$ cat config.mk
export PLATFORM = sky130hd
export DESIGN_NAME = rtc_fields_to_unix_epoch
export DESIGN_NICKNAME = d
export VERILOG_FILES = /design/src/sv/rtcep_pkg.sv /design/src/sv/rtcep_front.sv /design/src/sv/rtcep_fifo.sv /design/src/sv/rtcep_back.sv /design/src/sv/rtc_fields_to_unix_epoch.sv
export SDC_FILE = /design/constraint.sdc
export NUM_CORES = 2
export LEC_CHECK = 0
export BUFFER_PORTS_ARGS = -buffer_cell sky130_fd_sc_hd__clkbuf_2
export CAP_MARGIN = 20
export CORE_MARGIN = 10
export CORE_UTILIZATION = 35
export CTS_CLUSTER_DIAMETER = 80
export DETAILED_ROUTE_END_ITERATION = 6
export GPL_TIMING_DRIVEN = 0
export PLACE_DENSITY_LB_ADDON = 0.25
export SLEW_MARGIN = 30
export SYNTH_ARGS = -nofsm -noshare
export SYNTH_HDL_FRONTEND = slang
export SYNTH_HIERARCHICAL = 1
export SYNTH_SLANG_ARGS = --single-unit
$ cat constraint.sdc
create_clock -name clk -period 6.9 [get_ports clk]
set_input_delay 0.69 -clock clk [delete_from_list [all_inputs] [get_ports clk]]
set_output_delay 0.69 -clock clk [all_outputs]
set_load 0.005 [all_outputs]
$ cat src/sv/rtcep_pkg.sv
`default_nettype none

package rtcep_pkg;

    localparam int FifoDepth = 4;
    localparam int FifoPtrW  = $clog2(FifoDepth);

    localparam logic [13:0] PivotYearReset = 14'd2021;
    localparam logic [13:0] PivotBaseReset = 14'd2000;
    localparam logic [13:0] YearMax        = 14'd9999;

    // Julian day of 1970-01-01 plus the 32045 bias of the day formula
    localparam int JdOffset   = 2440588 + 32045;
    localparam int DaySeconds = 60 * 60 * 24;
    localparam int YearBias   = 4799;

    typedef enum logic [1:0] {
        CFG_BINARY_MODE     = 2'd0,
        CFG_HOUR_24_MODE    = 2'd1,
        CFG_CENTURY_PRESENT = 2'd2,
        CFG_PIVOT_YEAR      = 2'd3
    } cfg_index_t;

    typedef struct packed {
        logic        binary_mode;
        logic        hour_24_mode;
        logic        century_present;
        logic [13:0] pivot_year;
        logic [13:0] pivot_base;  // pivot_year rounded down to its century
    } cfg_t;

    // One classified snapshot, as handed from the front end to the back end
    typedef struct packed {
        logic [7:0]  sec;
        logic [7:0]  min;
        logic [4:0]  hour;
        logic [7:0]  day;
        logic [4:0]  mon_idx;  // March-based month index
        logic [4:0]  year_adj; // y = year + YearBias + year_adj
        logic [13:0] year;
    } item_t;

endpackage

`default_nettype wire

$ cat src/sv/rtcep_front.sv
`default_nettype none

module rtcep_front
    import rtcep_pkg::*;
(
    input  logic       clk,
    input  logic       rst_n,
    input  cfg_t       cfg,
    input  logic       in_valid,
    output logic       in_stall,
    input  logic [7:0] second_raw,
    input  logic [7:0] minute_raw,
    input  logic [7:0] hour_raw,
    input  logic [7:0] day_raw,
    input  logic [7:0] month_raw,
    input  logic [7:0] year_raw,
    input  logic [7:0] century_raw,
    output logic       q_valid,
    input  logic       q_stall,
    output item_t      q_item
);

    function automatic logic [7:0] decode(input logic [7:0] v, input logic bin);
        logic [7:0] bcd;
        bcd = {4'd0, v[3:0]} + {4'd0, v[7:4]} * 8'd10;
        return bin ? v : bcd;
    endfunction

    logic        valid_reg;
    item_t       item_reg;
    item_t       item_next;
    logic        load;

    logic [7:0]  mon;
    logic [7:0]  yr2;
    logic [7:0]  cen;
    logic [7:0]  hr;
    logic [14:0] yr_cen;
    logic [14:0] yr_win;
    logic [14:0] yr_sel;
    logic [7:0]  mon_ex;
    logic [15:0] q_prod;
    logic [4:0]  mon_q;
    logic [7:0]  mon_r;

    assign load     = !valid_reg || !q_stall;
    assign in_stall = !load;
    assign q_valid  = valid_reg;
    assign q_item   = item_reg;

    always_comb
    begin
        mon = decode(month_raw, cfg.binary_mode);
        yr2 = decode(year_raw, cfg.binary_mode);
        cen = decode(century_raw, cfg.binary_mode);

        // PM flag is never part of the hour value
        if (cfg.binary_mode)
        begin
            hr = {1'b0, hour_raw[6:0]};
        end
        else
        begin
            hr = {4'd0, hour_raw[3:0]} + {5'd0, hour_raw[6:4]} * 8'd10;
        end
        if (!cfg.hour_24_mode)
        begin
            if (hr == 8'd12)
            begin
                hr = 8'd0;
            end
            if (hour_raw[7])
            begin
                hr = hr + 8'd12;
            end
        end
        // hour is at most 139 here: five conditional subtracts reduce it mod 24
        for (int i = 0; i < 5; i++)
        begin
            if (hr >= 8'd24)
            begin
                hr = hr - 8'd24;
            end
        end

        yr_cen = {7'd0, yr2} + {7'd0, cen} * 15'd100;
        yr_win = {1'b0, cfg.pivot_base} + {7'd0, yr2};
        if (yr_win < {1'b0, cfg.pivot_year})
        begin
            yr_win = yr_win + 15'd100;
        end
        yr_sel = cfg.century_present ? yr_cen : yr_win;
        if (yr_sel > {1'b0, YearMax})
        begin
            yr_sel = {1'b0, YearMax};
        end

        // (14 - mon) / 12 truncates toward zero; months above 14 give a negative a
        mon_ex = mon - 8'd14;
        q_prod = {8'd0, mon_ex} * 16'd171;  // mon_ex / 12 for mon_ex <= 241
        mon_q  = q_prod[15:11];
        mon_r  = mon_ex - {3'd0, mon_q} * 8'd12;

        item_next.sec  = decode(second_raw, cfg.binary_mode);
        item_next.min  = decode(minute_raw, cfg.binary_mode);
        item_next.hour = hr[4:0];
        item_next.day  = decode(day_raw, cfg.binary_mode);
        item_next.year = yr_sel[13:0];
        if (mon <= 8'd2)
        begin
            item_next.mon_idx  = 5'(mon + 8'd9);
            item_next.year_adj = 5'd0;
        end
        else if (mon <= 8'd14)
        begin
            item_next.mon_idx  = 5'(mon - 8'd3);
            item_next.year_adj = 5'd1;
        end
        else
        begin
            item_next.mon_idx  = 5'(mon_r + 8'd11);
            item_next.year_adj = mon_q + 5'd1;
        end
    end

    always_ff @(posedge clk or negedge rst_n)
    begin
        if (!rst_n)
        begin
            valid_reg <= 1'b0;
        end
        else if (load)
        begin
            valid_reg <= in_valid;
        end
    end

    always_ff @(posedge clk)
    begin
        if (load && in_valid)
        begin
            item_reg <= item_next;
        end
    end

endmodule

`default_nettype wire

$ cat src/sv/rtcep_fifo.sv
`default_nettype none

module rtcep_fifo
    import rtcep_pkg::*;
(
    input  logic  clk,
    input  logic  rst_n,
    input  logic  wr_valid,
    output logic  wr_stall,
    input  item_t wr_item,
    output logic  rd_valid,
    input  logic  rd_stall,
    output item_t rd_item
);

    item_t                 mem [FifoDepth];
    logic [FifoPtrW-1:0]   wr_ptr_reg;
    logic [FifoPtrW-1:0]   rd_ptr_reg;
    logic [FifoPtrW:0]     count_reg;
    logic [FifoPtrW:0]     count_next;
    logic                  push;
    logic                  pop;

    assign wr_stall = (count_reg == (FifoPtrW + 1)'(FifoDepth));
    assign rd_valid = (count_reg != '0);
    assign rd_item  = mem[rd_ptr_reg];
    assign push     = wr_valid && !wr_stall;
    assign pop      = rd_valid && !rd_stall;

    always_comb
    begin
        count_next = count_reg;
        if (push && !pop)
        begin
            count_next = count_reg + 1'b1;
        end
        else if (pop && !push)
        begin
            count_next = count_reg - 1'b1;
        end
    end

    always_ff @(posedge clk or negedge rst_n)
    begin
        if (!rst_n)
        begin
            wr_ptr_reg <= '0;
            rd_ptr_reg <= '0;
            count_reg  <= '0;
        end
        else
        begin
            count_reg <= count_next;
            if (push)
            begin
                wr_ptr_reg <= wr_ptr_reg + 1'b1;
            end
            if (pop)
            begin
                rd_ptr_reg <= rd_ptr_reg + 1'b1;
            end
        end
    end

    always_ff @(posedge clk)
    begin
        if (push)
        begin
            mem[wr_ptr_reg] <= wr_item;
        end
    end

endmodule

`default_nettype wire

$ cat src/sv/rtcep_back.sv
`default_nettype none

module rtcep_back
    import rtcep_pkg::*;
(
    input  logic        clk,
    input  logic        rst_n,
    input  logic        in_valid,
    output logic        in_stall,
    input  item_t       in_item,
    output logic        out_valid,
    input  logic        out_stall,
    output logic [63:0] epoch_seconds,
    output logic [13:0] full_year,
    output logic [4:0]  hour_24
);

    logic v1_reg, v2_reg, v3_reg, v4_reg, v5_reg;
    logic en1, en2, en3, en4, en5;

    // stage 1: shifted year, month term, time of day
    logic [14:0] y1_reg, y1_next;
    logic [9:0]  f1_reg, f1_next;
    logic [16:0] tod1_reg, tod1_next;
    logic [7:0]  day1_reg;
    logic [13:0] year1_reg;
    logic [4:0]  hour1_reg;
    logic [11:0] mterm;
    logic [25:0] mprod;

    // stage 2: year products
    logic [22:0] y365_2_reg;
    logic [7:0]  yq2_reg;
    logic [12:0] y4_2_reg;
    logic [27:0] yprod;
    logic [7:0]  day2_reg;
    logic [9:0]  f2_reg;
    logic [16:0] tod2_reg;
    logic [13:0] year2_reg;
    logic [4:0]  hour2_reg;

    // stage 3: day number relative to 1970-01-01
    logic signed [23:0] jd3_reg;
    logic [24:0]        jd_pos;
    logic [24:0]        jd_neg;
    logic [24:0]        jd_diff;
    logic [16:0]        tod3_reg;
    logic [13:0]        year3_reg;
    logic [4:0]         hour3_reg;

    // stage 4: day seconds
    logic signed [41:0] prod4_reg;
    logic signed [41:0] prod4_next;
    logic [16:0]        tod4_reg;
    logic [13:0]        year4_reg;
    logic [4:0]         hour4_reg;

    // stage 5: output register
    logic [63:0] epoch5_reg;
    logic [13:0] year5_reg;
    logic [4:0]  hour5_reg;

    assign en5      = !v5_reg || !out_stall;
    assign en4      = !v4_reg || en5;
    assign en3      = !v3_reg || en4;
    assign en2      = !v2_reg || en3;
    assign en1      = !v1_reg || en2;
    assign in_stall = !en1;

    assign out_valid     = v5_reg;
    assign epoch_seconds = epoch5_reg;
    assign full_year     = year5_reg;
    assign hour_24       = hour5_reg;

    always_comb
    begin
        y1_next   = {1'b0, in_item.year} + 15'(YearBias) + {10'd0, in_item.year_adj};
        mterm     = {7'd0, in_item.mon_idx} * 12'd153 + 12'd2;
        mprod     = {14'd0, mterm} * 26'd13108;  // divide by 5
        f1_next   = mprod[25:16];
        tod1_next = {12'd0, in_item.hour} * 17'd3600 + {9'd0, in_item.min} * 17'd60
                  + {9'd0, in_item.sec};

        yprod = {13'd0, y1_reg} * 28'd5243;  // divide by 100 for y below 25600

        jd_pos  = {2'd0, y365_2_reg} + {12'd0, y4_2_reg} + {19'd0, yq2_reg[7:2]}
                + {17'd0, day2_reg} + {15'd0, f2_reg};
        jd_neg  = {17'd0, yq2_reg} + 25'(JdOffset);
        jd_diff = jd_pos - jd_neg;

        prod4_next = jd3_reg * $signed(18'(DaySeconds));
    end

    always_ff @(posedge clk or negedge rst_n)
    begin
        if (!rst_n)
        begin
            v1_reg <= 1'b0;
            v2_reg <= 1'b0;
            v3_reg <= 1'b0;
            v4_reg <= 1'b0;
            v5_reg <= 1'b0;
        end
        else
        begin
            if (en1) v1_reg <= in_valid;
            if (en2) v2_reg <= v1_reg;
            if (en3) v3_reg <= v2_reg;
            if (en4) v4_reg <= v3_reg;
            if (en5) v5_reg <= v4_reg;
        end
    end

    always_ff @(posedge clk)
    begin
        if (en1)
        begin
            y1_reg    <= y1_next;
            f1_reg    <= f1_next;
            tod1_reg  <= tod1_next;
            day1_reg  <= in_item.day;
            year1_reg <= in_item.year;
            hour1_reg <= in_item.hour;
        end
        if (en2)
        begin
            y365_2_reg <= {8'd0, y1_reg} * 23'd365;
            yq2_reg    <= yprod[26:19];
            y4_2_reg   <= y1_reg[14:2];
            day2_reg   <= day1_reg;
            f2_reg     <= f1_reg;
            tod2_reg   <= tod1_reg;
            year2_reg  <= year1_reg;
            hour2_reg  <= hour1_reg;
        end
        if (en3)
        begin
            jd3_reg   <= $signed(jd_diff[23:0]);
            tod3_reg  <= tod2_reg;
            year3_reg <= year2_reg;
            hour3_reg <= hour2_reg;
        end
        if (en4)
        begin
            prod4_reg <= prod4_next;
            tod4_reg  <= tod3_reg;
            year4_reg <= year3_reg;
            hour4_reg <= hour3_reg;
        end
        if (en5)
        begin
            // sign extension makes dates before 1970 wrap modulo 2^64
            epoch5_reg <= {{22{prod4_reg[41]}}, prod4_reg} + {47'd0, tod4_reg};
            year5_reg  <= year4_reg;
            hour5_reg  <= hour4_reg;
        end
    end

endmodule

`default_nettype wire

$ cat src/sv/rtc_fields_to_unix_epoch.sv
// Path: an accepted input transaction passes the front register, the queue, then five
//   back-end stages ending in the output register, where out_valid rises.
// Throughput: one transaction per cycle while out_stall is low; the four-entry queue lets
//   the front keep taking snapshots while the back end is stalled.
// Reset: asynchronous, active low; clears the queue and all stage valids and sets the
//   configuration to BCD, 12-hour, pivot window with pivot_year 2021.
`default_nettype none

module rtc_fields_to_unix_epoch
    import rtcep_pkg::*;
(
    input  logic        clk,
    input  logic        rst_n,
    input  logic        cfg_write,
    input  logic [1:0]  cfg_index,
    input  logic [13:0] cfg_data,
    input  logic        in_valid,
    output logic        in_stall,
    input  logic [7:0]  second_raw,
    input  logic [7:0]  minute_raw,
    input  logic [7:0]  hour_raw,
    input  logic [7:0]  day_raw,
    input  logic [7:0]  month_raw,
    input  logic [7:0]  year_raw,
    input  logic [7:0]  century_raw,
    output logic        out_valid,
    input  logic        out_stall,
    output logic [63:0] epoch_seconds,
    output logic [13:0] full_year,
    output logic [4:0]  hour_24
);

    // year rounded down to its century: p / 100 by reciprocal, exact for 14 bits
    function automatic logic [13:0] century_base(input logic [13:0] p);
        logic [26:0] prod;
        logic [7:0]  q;
        prod = {13'd0, p} * 27'd5243;
        q    = prod[26:19];
        return 14'({6'd0, q} * 14'd100);
    endfunction

    cfg_t  cfg_reg;
    logic  fq_valid;
    logic  fq_stall;
    item_t fq_item;
    logic  qb_valid;
    logic  qb_stall;
    item_t qb_item;

    always_ff @(posedge clk or negedge rst_n)
    begin
        if (!rst_n)
        begin
            cfg_reg.binary_mode     <= 1'b0;
            cfg_reg.hour_24_mode    <= 1'b0;
            cfg_reg.century_present <= 1'b0;
            cfg_reg.pivot_year      <= PivotYearReset;
            cfg_reg.pivot_base      <= PivotBaseReset;
        end
        else if (cfg_write)
        begin
            unique case (cfg_index_t'(cfg_index))
                CFG_BINARY_MODE:     cfg_reg.binary_mode     <= cfg_data[0];
                CFG_HOUR_24_MODE:    cfg_reg.hour_24_mode    <= cfg_data[0];
                CFG_CENTURY_PRESENT: cfg_reg.century_present <= cfg_data[0];
                CFG_PIVOT_YEAR:
                begin
                    cfg_reg.pivot_year <= cfg_data;
                    cfg_reg.pivot_base <= century_base(cfg_data);
                end
            endcase
        end
    end

    rtcep_front u_front (
        .clk         (clk),
        .rst_n       (rst_n),
        .cfg         (cfg_reg),
        .in_valid    (in_valid),
        .in_stall    (in_stall),
        .second_raw  (second_raw),
        .minute_raw  (minute_raw),
        .hour_raw    (hour_raw),
        .day_raw     (day_raw),
        .month_raw   (month_raw),
        .year_raw    (year_raw),
        .century_raw (century_raw),
        .q_valid     (fq_valid),
        .q_stall     (fq_stall),
        .q_item      (fq_item)
    );

    rtcep_fifo u_fifo (
        .clk      (clk),
        .rst_n    (rst_n),
        .wr_valid (fq_valid),
        .wr_stall (fq_stall),
        .wr_item  (fq_item),
        .rd_valid (qb_valid),
        .rd_stall (qb_stall),
        .rd_item  (qb_item)
    );

    rtcep_back u_back (
        .clk           (clk),
        .rst_n         (rst_n),
        .in_valid      (qb_valid),
        .in_stall      (qb_stall),
        .in_item       (qb_item),
        .out_valid     (out_valid),
        .out_stall     (out_stall),
        .epoch_seconds (epoch_seconds),
        .full_year     (full_year),
        .hour_24       (hour_24)
    );

endmodule

`default_nettype wire

==> metrics <==
largest reg by FF count u_fifo/mem; Detailed Routing Iterations Pass 1 6; Final Non-Filler Cells about 6.7k; Syn. warnings 6; number of port buffers 161; Post-DP HPWL roughly 87 mm; Setup crit start kind flop; Clock Sink Count approximately 670; area growth from synthesis to layout 16.0%; number of synthesized flops with an enable pin ~630; status completed; Final min period between 6000 and 7000 ps; CTS H-tree lvls 3; reg2reg start u_fifo/rd_ptr_reg[0]; Max Root-Sink Buffers 3; Post-synth top flop edfxtp_1; Post-Place Setup Slack -1680 ps; synthesized area per cell roughly 12 µm²; final hold viol count 0; fillcell total about 14k; Final setup viols 0; FMAX roughly 150 MHz; NumNets Final roughly 6k; Post-synth ARST share 0.0630; share of layout cells above drive strength 1 0.162; Finished Cell Area 60500 µm²; critical path's largest stage delay about 600 ps; Final Worst Setup Slack roughly 150 ps; worst hold path type in -> async; crit path DAT roughly 7000 ps; max_slew headroom 0.424; post-route ant nets 0; Final Cycle Share 0.978; vias per inst about 4.8; TritonCTS clock tree done; dpl cells roughly 6.4k; WP buf/inv 7; grt total ovfl 0; total wire length between 100 and 150 mm; maxcap violations 0; Reg2Reg Depth 29; first-pass GRT wire length 177 mm; CORE AREA ~150000 µm²; clock tree root driver cell clkbuf_16; worst slew pin tran between 800 and 900 ps; vias in the first global route 33.2k; synthesized area ~52000 µm²; CP required ~7300 ps; Worst R2R Setup Slack between 100 and 150 ps; DIE WIDTH just over 400 µm; Worst Skew 45.8 ps; gpl congestion about 0.85; Slew Viols, Final 0; register area share after synthesis 0.380; # rows approximately 140; Num CTS Buffers 74; DP Area 56200 µm²; R2R Path End u_back/f1_reg[9]; initial drt markers 1459; CP dominant cell by count ha_4; initial core utilization 0.353; crit-path max FO 5; Total Routing Usage GR 0.133; Synth cell types about 110; Vias about 32k; RSZ-0062 raised after global routing true; clock transition at the registers of the reported paths 60 ps; DR WL/cell roughly 16 µm; Ports roughly 160; Largest register FFs between 200 and 250; CP max stage cell mux4_2; DRC violations left 0; kind of critical path reg -> reg; die height between 400 and 500 µm; synthesized instance count approximately 4.3k; #FFs+latches synth roughly 670; initial antenna violation count 6; die area roughly 160000 µm²; Worst-Skew Late Latency ~680 ps; Top delay family on crit path adder cells; crit end category flop; largest net degree at the start of global routing a little under 70
==> kinds of logic (layout without fill, tap and decap cells) <==
logic type,Yosys count,after routing,synth area share
other,1,4,0.0000719
xor gates and xnor gates,271,271,0.0458
AOI/OAI and AO/OA,647,647,0.0836
adders and majority gates,1155,1155,0.330
buffers and inverters,847,1251,0.0649
muxes,88,88,0.0306
DFF,667,667,0.380
and+or+nand+nor,653,653,0.0640
==> per-stage QoR <==
step                      hold WS (ps)  setup TNS [ps]   util
after floorplan                    394               0      -
after global placement             400          -34690  0.377
after detailed placement           405          -36490  0.380
after CTS                         42.9               0  0.403
after global routing              72.1            -307  0.409
final                             52.7               0  0.409
==> timing repair <==
| item | CTS | global route |
|---|---|---|
| setup buffers | 48 | 43 |
| pin swaps | 56 | 91 |
| hold buffers | 0 | 0 |
| endpoints found under the setup margin | 33 | 28 |
| gates resized for setup | 108 | 123 |
==> metal layers <==
layer	global-route usage	wire length [µm]
met2	0.219	50400
met5	0	0
met3	0.0261	4430
met1	0.180	51900
met4	0.0293	2200
==> cell usage after synthesis (31+ instances only) <==
cell,number,area (µm²)
ha_1,785,9820
inv_1,782,2940
edfxtp_1,625,18800
fa_1,370,7410
nand2_1,209,785
xnor2_1,176,1540
a21oi_1,161,806
o21ai_0,123,616
nor2_1,110,413
a21o_1,106,796
xor2_1,93,815
nand3_1,55,275
mux4_2,48,1080
nor2b_1,43,269
nand4_1,36,225
nor3_1,32,160
and3_1,31,194
o21a_1,31,233
==> how the worst max path moves through the flow <==
stage,depth (start not counted),endpoint,startpoint
global route,29,u_back/f1_reg[9],u_fifo/rd_ptr_reg[0]
detailed placement,29,u_front/q_item[1],cfg_reg[30]
CTS,31,u_front/q_item[23],month_raw[5]
floorplan,29,u_back/f1_reg[9],u_fifo/rd_ptr_reg[0]
global placement,29,u_front/q_item[1],cfg_reg[30]
finish,29,u_back/f1_reg[9],u_fifo/rd_ptr_reg[0]
==> final cells by class <==
cell class / instances / area [µm²] / share of cell area
repair buffers: 271 / 1900 / 0.0313
diodes: 1 / 2.50 / 0.0000414
flip-flops and latches: 667 / 19800 / 0.328
multi-input cells: 2817 / 30500 / 0.504
inverters: 782 / 2950 / 0.0487
clock inverters: 46 / 474 / 0.00784
well taps: 1930 / 2410 / 0.0399
clock buffers: 88 / 1960 / 0.0323
plain buffers: 64 / 502 / 0.00829
==> placed cells by master (no fill, tap or decap), types with 13 or more instances in the layout <==
cell / instances
a211oi_1: 17
a21o_1: 106
a21oi_1: 141
a21oi_2: 13
a31oi_1: 20
and2_1: 15
and3_1: 30
buf_4: 118
buf_6: 14
clkbuf_1: 24
clkbuf_16: 75
clkbuf_2: 151
clkinv_1: 14
dfrtp_1: 27
dfstp_2: 14
edfxtp_1: 625
fa_1: 366
ha_1: 725
ha_4: 52
inv_1: 755
inv_2: 24
mux2i_1: 17
mux4_2: 48
nand2_1: 201
nand2b_1: 22
nand3_1: 52
nand4_1: 36
nor2_1: 103
nor2b_1: 42
nor3_1: 31
o211ai_1: 16
o21a_1: 29
o21ai_0: 114
o21ai_1: 14
o21bai_1: 19
or2_2: 17
xnor2_1: 156
xor2_1: 89
Power is not shown: default switching activity piles up to over one toggle a cycle in this logic, so the estimate is an artifact.
